--- src/hw/rtl/sos_pkg.sv ---
// Shared types, constants and helper functions of the sum-over-states tensor unit.
package sos_pkg;

  // Field widths
  localparam int unsigned FIELD_W  = 32;
  localparam int unsigned CFG_W    = 31;
  localparam int unsigned ACC_W    = 64;
  localparam int unsigned ENTRY_W  = 6;

  // Reciprocal datapath widths
  localparam int unsigned HALF_W   = 32;   // |E -/+ w|
  localparam int unsigned NUM_W    = 33;   // divider numerator
  localparam int unsigned DEN_W    = 67;   // x^2 + y^2
  localparam int unsigned Q_W      = 54;   // quotient bits
  localparam int unsigned DIV_STEPS = 54;
  localparam int unsigned R_W      = 55;   // signed reciprocal part
  localparam int unsigned SUM_W    = 56;   // signed sum or difference
  localparam int unsigned S_W      = 55;   // magnitude of sum or difference

  // Scaling multiplier widths
  localparam int unsigned P_W      = 63;   // dipole product magnitude
  localparam int unsigned W_W      = 118;  // full scaled product

  localparam int unsigned NUM_ENTRIES = 36;

  // Register indexes
  localparam logic REG_PROBE = 1'b0;
  localparam logic REG_DAMP  = 1'b1;

  // Item modes
  localparam logic MODE_ACC  = 1'b0;
  localparam logic MODE_READ = 1'b1;

  // Tensor kinds
  localparam logic [1:0] KIND_EE = 2'd0;
  localparam logic [1:0] KIND_MM = 2'd1;
  localparam logic [1:0] KIND_EM = 2'd2;
  localparam logic [1:0] KIND_ME = 2'd3;

  // Sum and difference slots
  localparam logic [1:0] SLOT_SR = 2'd0;
  localparam logic [1:0] SLOT_SI = 2'd1;
  localparam logic [1:0] SLOT_DR = 2'd2;
  localparam logic [1:0] SLOT_DI = 2'd3;

  localparam logic signed [R_W-1:0] RECIP_SAT = R_W'(64'd1 << 53);

  typedef struct packed {
    logic                      mode;
    logic signed [FIELD_W-1:0] energy;
    logic signed [FIELD_W-1:0] el_x;
    logic signed [FIELD_W-1:0] el_y;
    logic signed [FIELD_W-1:0] el_z;
    logic signed [FIELD_W-1:0] mag_x;
    logic signed [FIELD_W-1:0] mag_y;
    logic signed [FIELD_W-1:0] mag_z;
  } in_item_t;

  typedef struct packed {
    logic [1:0]              tensor_kind;
    logic [1:0]              row;
    logic [1:0]              column;
    logic signed [ACC_W-1:0] real_part;
    logic signed [ACC_W-1:0] imag_part;
    logic                    last;
  } out_item_t;

  // Divider lane controls
  typedef struct packed {
    logic load;
    logic step;
  } sos_div_ctrl_t;

  typedef enum logic [3:0] {
    ST_IDLE,
    ST_PREP,
    ST_SQR,
    ST_DEN,
    ST_DIV,
    ST_FIN1,
    ST_FIN2,
    ST_ACC,
    ST_DRAIN,
    ST_RD_ADDR,
    ST_RD_DATA
  } sos_state_e;

  // Flat entry number kind*9 + row*3 + column.
  function automatic logic [ENTRY_W-1:0] entry_index(input logic [1:0] kind,
                                                     input logic [1:0] row,
                                                     input logic [1:0] col);
    logic [ENTRY_W-1:0] k9;
    logic [ENTRY_W-1:0] r3;
    k9 = {1'b0, kind, 3'b000} + {4'b0000, kind};
    r3 = {3'b000, row, 1'b0} + {4'b0000, row};
    return k9 + r3 + {4'b0000, col};
  endfunction

  // Signed add that clamps to the 64-bit range.
  function automatic logic signed [ACC_W-1:0] sat_add(input logic signed [ACC_W-1:0] a,
                                                      input logic signed [ACC_W-1:0] b);
    logic signed [ACC_W:0] sum;
    sum = {a[ACC_W-1], a} + {b[ACC_W-1], b};
    if (sum[ACC_W] != sum[ACC_W-1]) begin
      return sum[ACC_W] ? {1'b1, {(ACC_W-1){1'b0}}} : {1'b0, {(ACC_W-1){1'b1}}};
    end
    return sum[ACC_W-1:0];
  endfunction

endpackage

--- src/hw/rtl/sos_recip_div.sv ---
// One radix-2 restoring divider lane producing num*2^53/den.
module sos_recip_div import sos_pkg::*; (
  input  logic                 clk_i,
  input  sos_div_ctrl_t        ctrl_i,
  input  logic [NUM_W-1:0]     num_i,
  input  logic [DEN_W-1:0]     den_i,
  output logic [Q_W-1:0]       quot_o
);

  logic [DEN_W-1:0] rem_q;
  logic             nb_q;
  logic [Q_W-1:0]   quot_q;
  logic [DEN_W:0]   trial;
  logic [DEN_W:0]   diff;
  logic             ge;

  // Shift in the next numerator bit and try a subtraction.
  assign trial = {rem_q, nb_q};
  assign diff  = trial - {1'b0, den_i};
  assign ge    = trial >= {1'b0, den_i};

  // The numerator is shifted left by 53, so only its lowest bit enters after the start value.
  always_ff @(posedge clk_i) begin
    if (ctrl_i.load) begin
      rem_q  <= {{(DEN_W-NUM_W+1){1'b0}}, num_i[NUM_W-1:1]};
      nb_q   <= num_i[0];
      quot_q <= '0;
    end else if (ctrl_i.step) begin
      rem_q  <= ge ? diff[DEN_W-1:0] : trial[DEN_W-1:0];
      nb_q   <= 1'b0;
      quot_q <= {quot_q[Q_W-2:0], ge};
    end
  end

  assign quot_o = quot_q;

endmodule

--- config.mk ---
export PLATFORM = sky130hd
export DESIGN_NAME = sos_recip_div
export DESIGN_NICKNAME = d
export VERILOG_FILES = /design/src/hw/rtl/sos_pkg.sv /design/src/hw/rtl/sos_recip_div.sv
export SDC_FILE = /design/constraint.sdc
export NUM_CORES = 1
export LEC_CHECK = 0
export ABC_CLOCK_PERIOD_IN_PS = 4800
export BUFFER_PORTS_ARGS = -buffer_cell sky130_fd_sc_hd__buf_2
export CAP_MARGIN = 20
export CORE_UTILIZATION = 53
export CTS_CLUSTER_SIZE = 28
export DETAILED_ROUTE_END_ITERATION = 7
export PLACE_DENSITY_LB_ADDON = 0.3
export SETUP_SLACK_MARGIN = 0.1
export SLEW_MARGIN = 25
export SYNTH_ARGS = -nofsm -noshare
export SYNTH_HDL_FRONTEND = slang
export SYNTH_SLANG_ARGS = --single-unit
--- constraint.sdc ---
create_clock -name clk_i -period 4.8 [get_ports clk_i]
set_input_delay 0.48 -clock clk_i [delete_from_list [all_inputs] [get_ports clk_i]]
set_output_delay 0.48 -clock clk_i [all_outputs]
set_load 0.01 [all_outputs]
==> metrics.txt <==
most frequent cells in the layout=buf_2, nor2_1, a21oi_1; reg-to-reg slack, setup=0.73 ns; Overflow after GRT=0; CTS tree=built; Worst Path Required=4.97 ns; Worst Reg-to-Reg Cells=15; Highest Clock Rate=245.7 MHz; Ports=157; min Tclk post-route=4.069 ns; Layout area overhead=14.04%; Clock Tree Buf Depth=2; row count=48; Worst setup SP type=flop; WL final=23.77 mm; Hold Crit Class=input pin to flop; initial core utilization=54.53%; fraction of layout cells with a size suffix above 1=18.27%; gr usage total=26.25%; TritonCTS buffer count=17; CP endpoint=rem_q[25]$_DFFE_PP_; PwrDens=367.5 nW/µm²; DR DRC count=0; Crit. End Element=flop; global-route wire length before repair=38.94 mm; vias in the first global route=8253; Post-synth EDFFs=33; initial antenna violation count=2; outcome=finished, final reports clean; Worst-Margin Slew=0.9909 ns; largest net degree at the start of global routing=70; Sink Count=122; Cell Count, Final, Fillers Out=1519; Reg-to-Reg End=rem_q[25]$_DFFE_PP_; Final Max Slew Viols=0; dominant synthesized flop cell=dfxtp_1; I/O Buffers=156; RR Startpoint=nb_q$_SDFFCE_PN0P_; Clock transition at path regs=0.06 ns; RSZ-0062 raised after global routing=no; Synth cell types=74; Routability Congestion=0.9225; die width=135.9 µm; synthesized cell area=9497 µm²; Avg Synthesized Cell Area=8.138 µm²; CTS H-tree lvls=4; commonest non-fill, non-tap cell in the layout=buf_2; CP startpoint=nb_q$_SDFFCE_PN0P_; setup bufs post-CTS=0; Post-Syn Nets=1338; CTS root buf=clkbuf_16; Placed Instances=1485; Core Area=17420 µm²; Fillers=1594; die area=18460 µm²; crit path kind=flop to flop; VDD IR max=0.0002556 V; Finish-stage setup viols=0; post-synthesis register bit count=122; Worst Path Max Fanout=60; Hold Slack=0.3448 ns; Antenna Violating Nets Remaining=0; clk_lat worst skew=0.43 ns; Warnings, synthesis=0; DR iter-0 viols=669; max_slew headroom=33.94%; post-route setup TNS=0 ns; routed vias=8745; asr flop ratio synth=0%; Worst Skew=0.01091 ns; leak pwr=0.005258 µW; Hold Vio Cnt, Final=0; max cap viols=0; 1st-pass router iterations=5; Arr. time, crit path=4.24 ns; post-cts gate resize count=0; cts hold-fix bufs=0; DR WL/cell=15.65 µm; Vias per Instance=5.757; Syn Inst Count=1167; sequential area share after synthesis=29.20%; Die Y-Extent=135.9 µm; DP HPWL=17.50 mm; nets@finish=1450; period utilization=84.78%
-- metal layers --
metal / wire length (µm) / GRT usage, % / vias to the layer above
li1: - / - / 4368
met1: 10750 / 34.39 / 4026
met2: 10970 / 42.21 / 308
met3: 1510 / 5.406 / 43
met4: 537 / 10.25 / 0
met5: 0 / 0 / -
-- synth_stat cells (4+ instances only) --
master,count,area share [%]
clkbuf_1,49,1.9
nand2b_1,11,0.72
a21oi_1,113,6.0
and2_1,4,0.26
a21o_1,40,3.2
edfxtp_1,33,10
buf_6,4,0.47
o211ai_1,6,0.47
dfxtp_1,89,19
nand2_1,71,2.8
buf_1,6,0.24
nand3_1,12,0.63
a31o_2,4,0.37
o21bai_1,15,1.2
mux2_2,17,2.0
xor2_1,18,1.7
nor2_1,139,5.5
nor3_1,9,0.47
nand4_1,23,1.5
a211oi_1,40,3.2
ha_1,67,8.8
inv_1,94,3.7
clkbuf_8,5,0.72
nor3b_1,5,0.40
xnor2_1,42,3.9
mux2i_1,70,7.4
a31oi_1,19,1.3
o21ai_0,71,3.7
o21a_1,5,0.40
nor2b_1,13,0.86
and3_1,10,0.66
-- final cells by class --
cell class | instances | area [µm²] | share of cell area (%)
antenna | 2 | 5.005 | 0.04621
clock buffer | 18 | 439.2 | 4.055
clock inverter | 14 | 148.9 | 1.375
inverter | 94 | 352.8 | 3.258
multi-input combinational | 880 | 5972 | 55.14
sequential | 122 | 2773 | 25.60
tap | 225 | 281.5 | 2.599
timing repair buffer | 164 | 858.3 | 7.925
-- worst min-delay path by stage --
stage | startpoint | endpoint | slack, ns | cells after the start
3_5_place_dp | rem_q[65]$_SDFFE_PP0P_ | rem_q[65]$_SDFFE_PP0P_ | 0.49 | 2
4_1_cts | num_i[28] | rem_q[27]$_DFFE_PP_ | 0.33 | 3
6_report | num_i[28] | rem_q[27]$_DFFE_PP_ | 0.34 | 3
3_3_place_gp | quot_o[53]$_SDFFE_PP0P_ | quot_o[53]$_SDFFE_PP0P_ | 0.47 | 2
5_1_grt | num_i[1] | rem_q[0]$_DFFE_PP_ | 0.35 | 2
2_1_floorplan | rem_q[65]$_SDFFE_PP0P_ | rem_q[65]$_SDFFE_PP0P_ | 0.46 | 2
-- per-stage QoR --
step	utilization [%]	instance area (µm²)	setup slack (ns)	total power, µW
6_report	62.18	10830	0.7306	3980
3_3_place_gp	58.78	10240	0.7252	2655
2_1_floorplan	-	9497	1.223	2385
5_1_grt	62.17	10830	0.3699	4211
3_5_place_dp	58.78	10240	0.6507	2672
4_1_cts	62.16	10830	0.7509	3980
-- worst max-delay path: stages (launching register included) --
cell      delay [ns]
edfxtp_1        0.39
inv_1           0.07
ha_1            0.15
inv_1           0.05
fa_1            0.39
a21o_2          0.24
a221oi_2        0.31
or3_1           0.19
nand3_2         0.14
a211oi_1        0.32
a31oi_1         0.22
nand4_1         0.15
and3_4          0.43
buf_12          0.31
o21ai_0         0.14
mux2_2          0.27
-- kinds of logic after synthesis --
| group | synth area share, % |
|---|---|
| compound gates | 23.10 |
| simple gates | 15.77 |
| buf+inv | 7.971 |
| flops | 29.20 |
| mux | 9.394 |
| fa+ha+maj | 9.038 |
| xor+xnor | 5.534 |
-- power by group --
group,switching (µW),internal (µW),total (µW)
Clock,543,750,1290
Sequential,63.0,1160,1230
Combinational,848,614,1460
-- flip-flops by register name, summed over array words and instances (netlist names) --
register,cells
rem_q,67
nb_q,1
quot_o,54
Power figures use the tool's default switching activity.
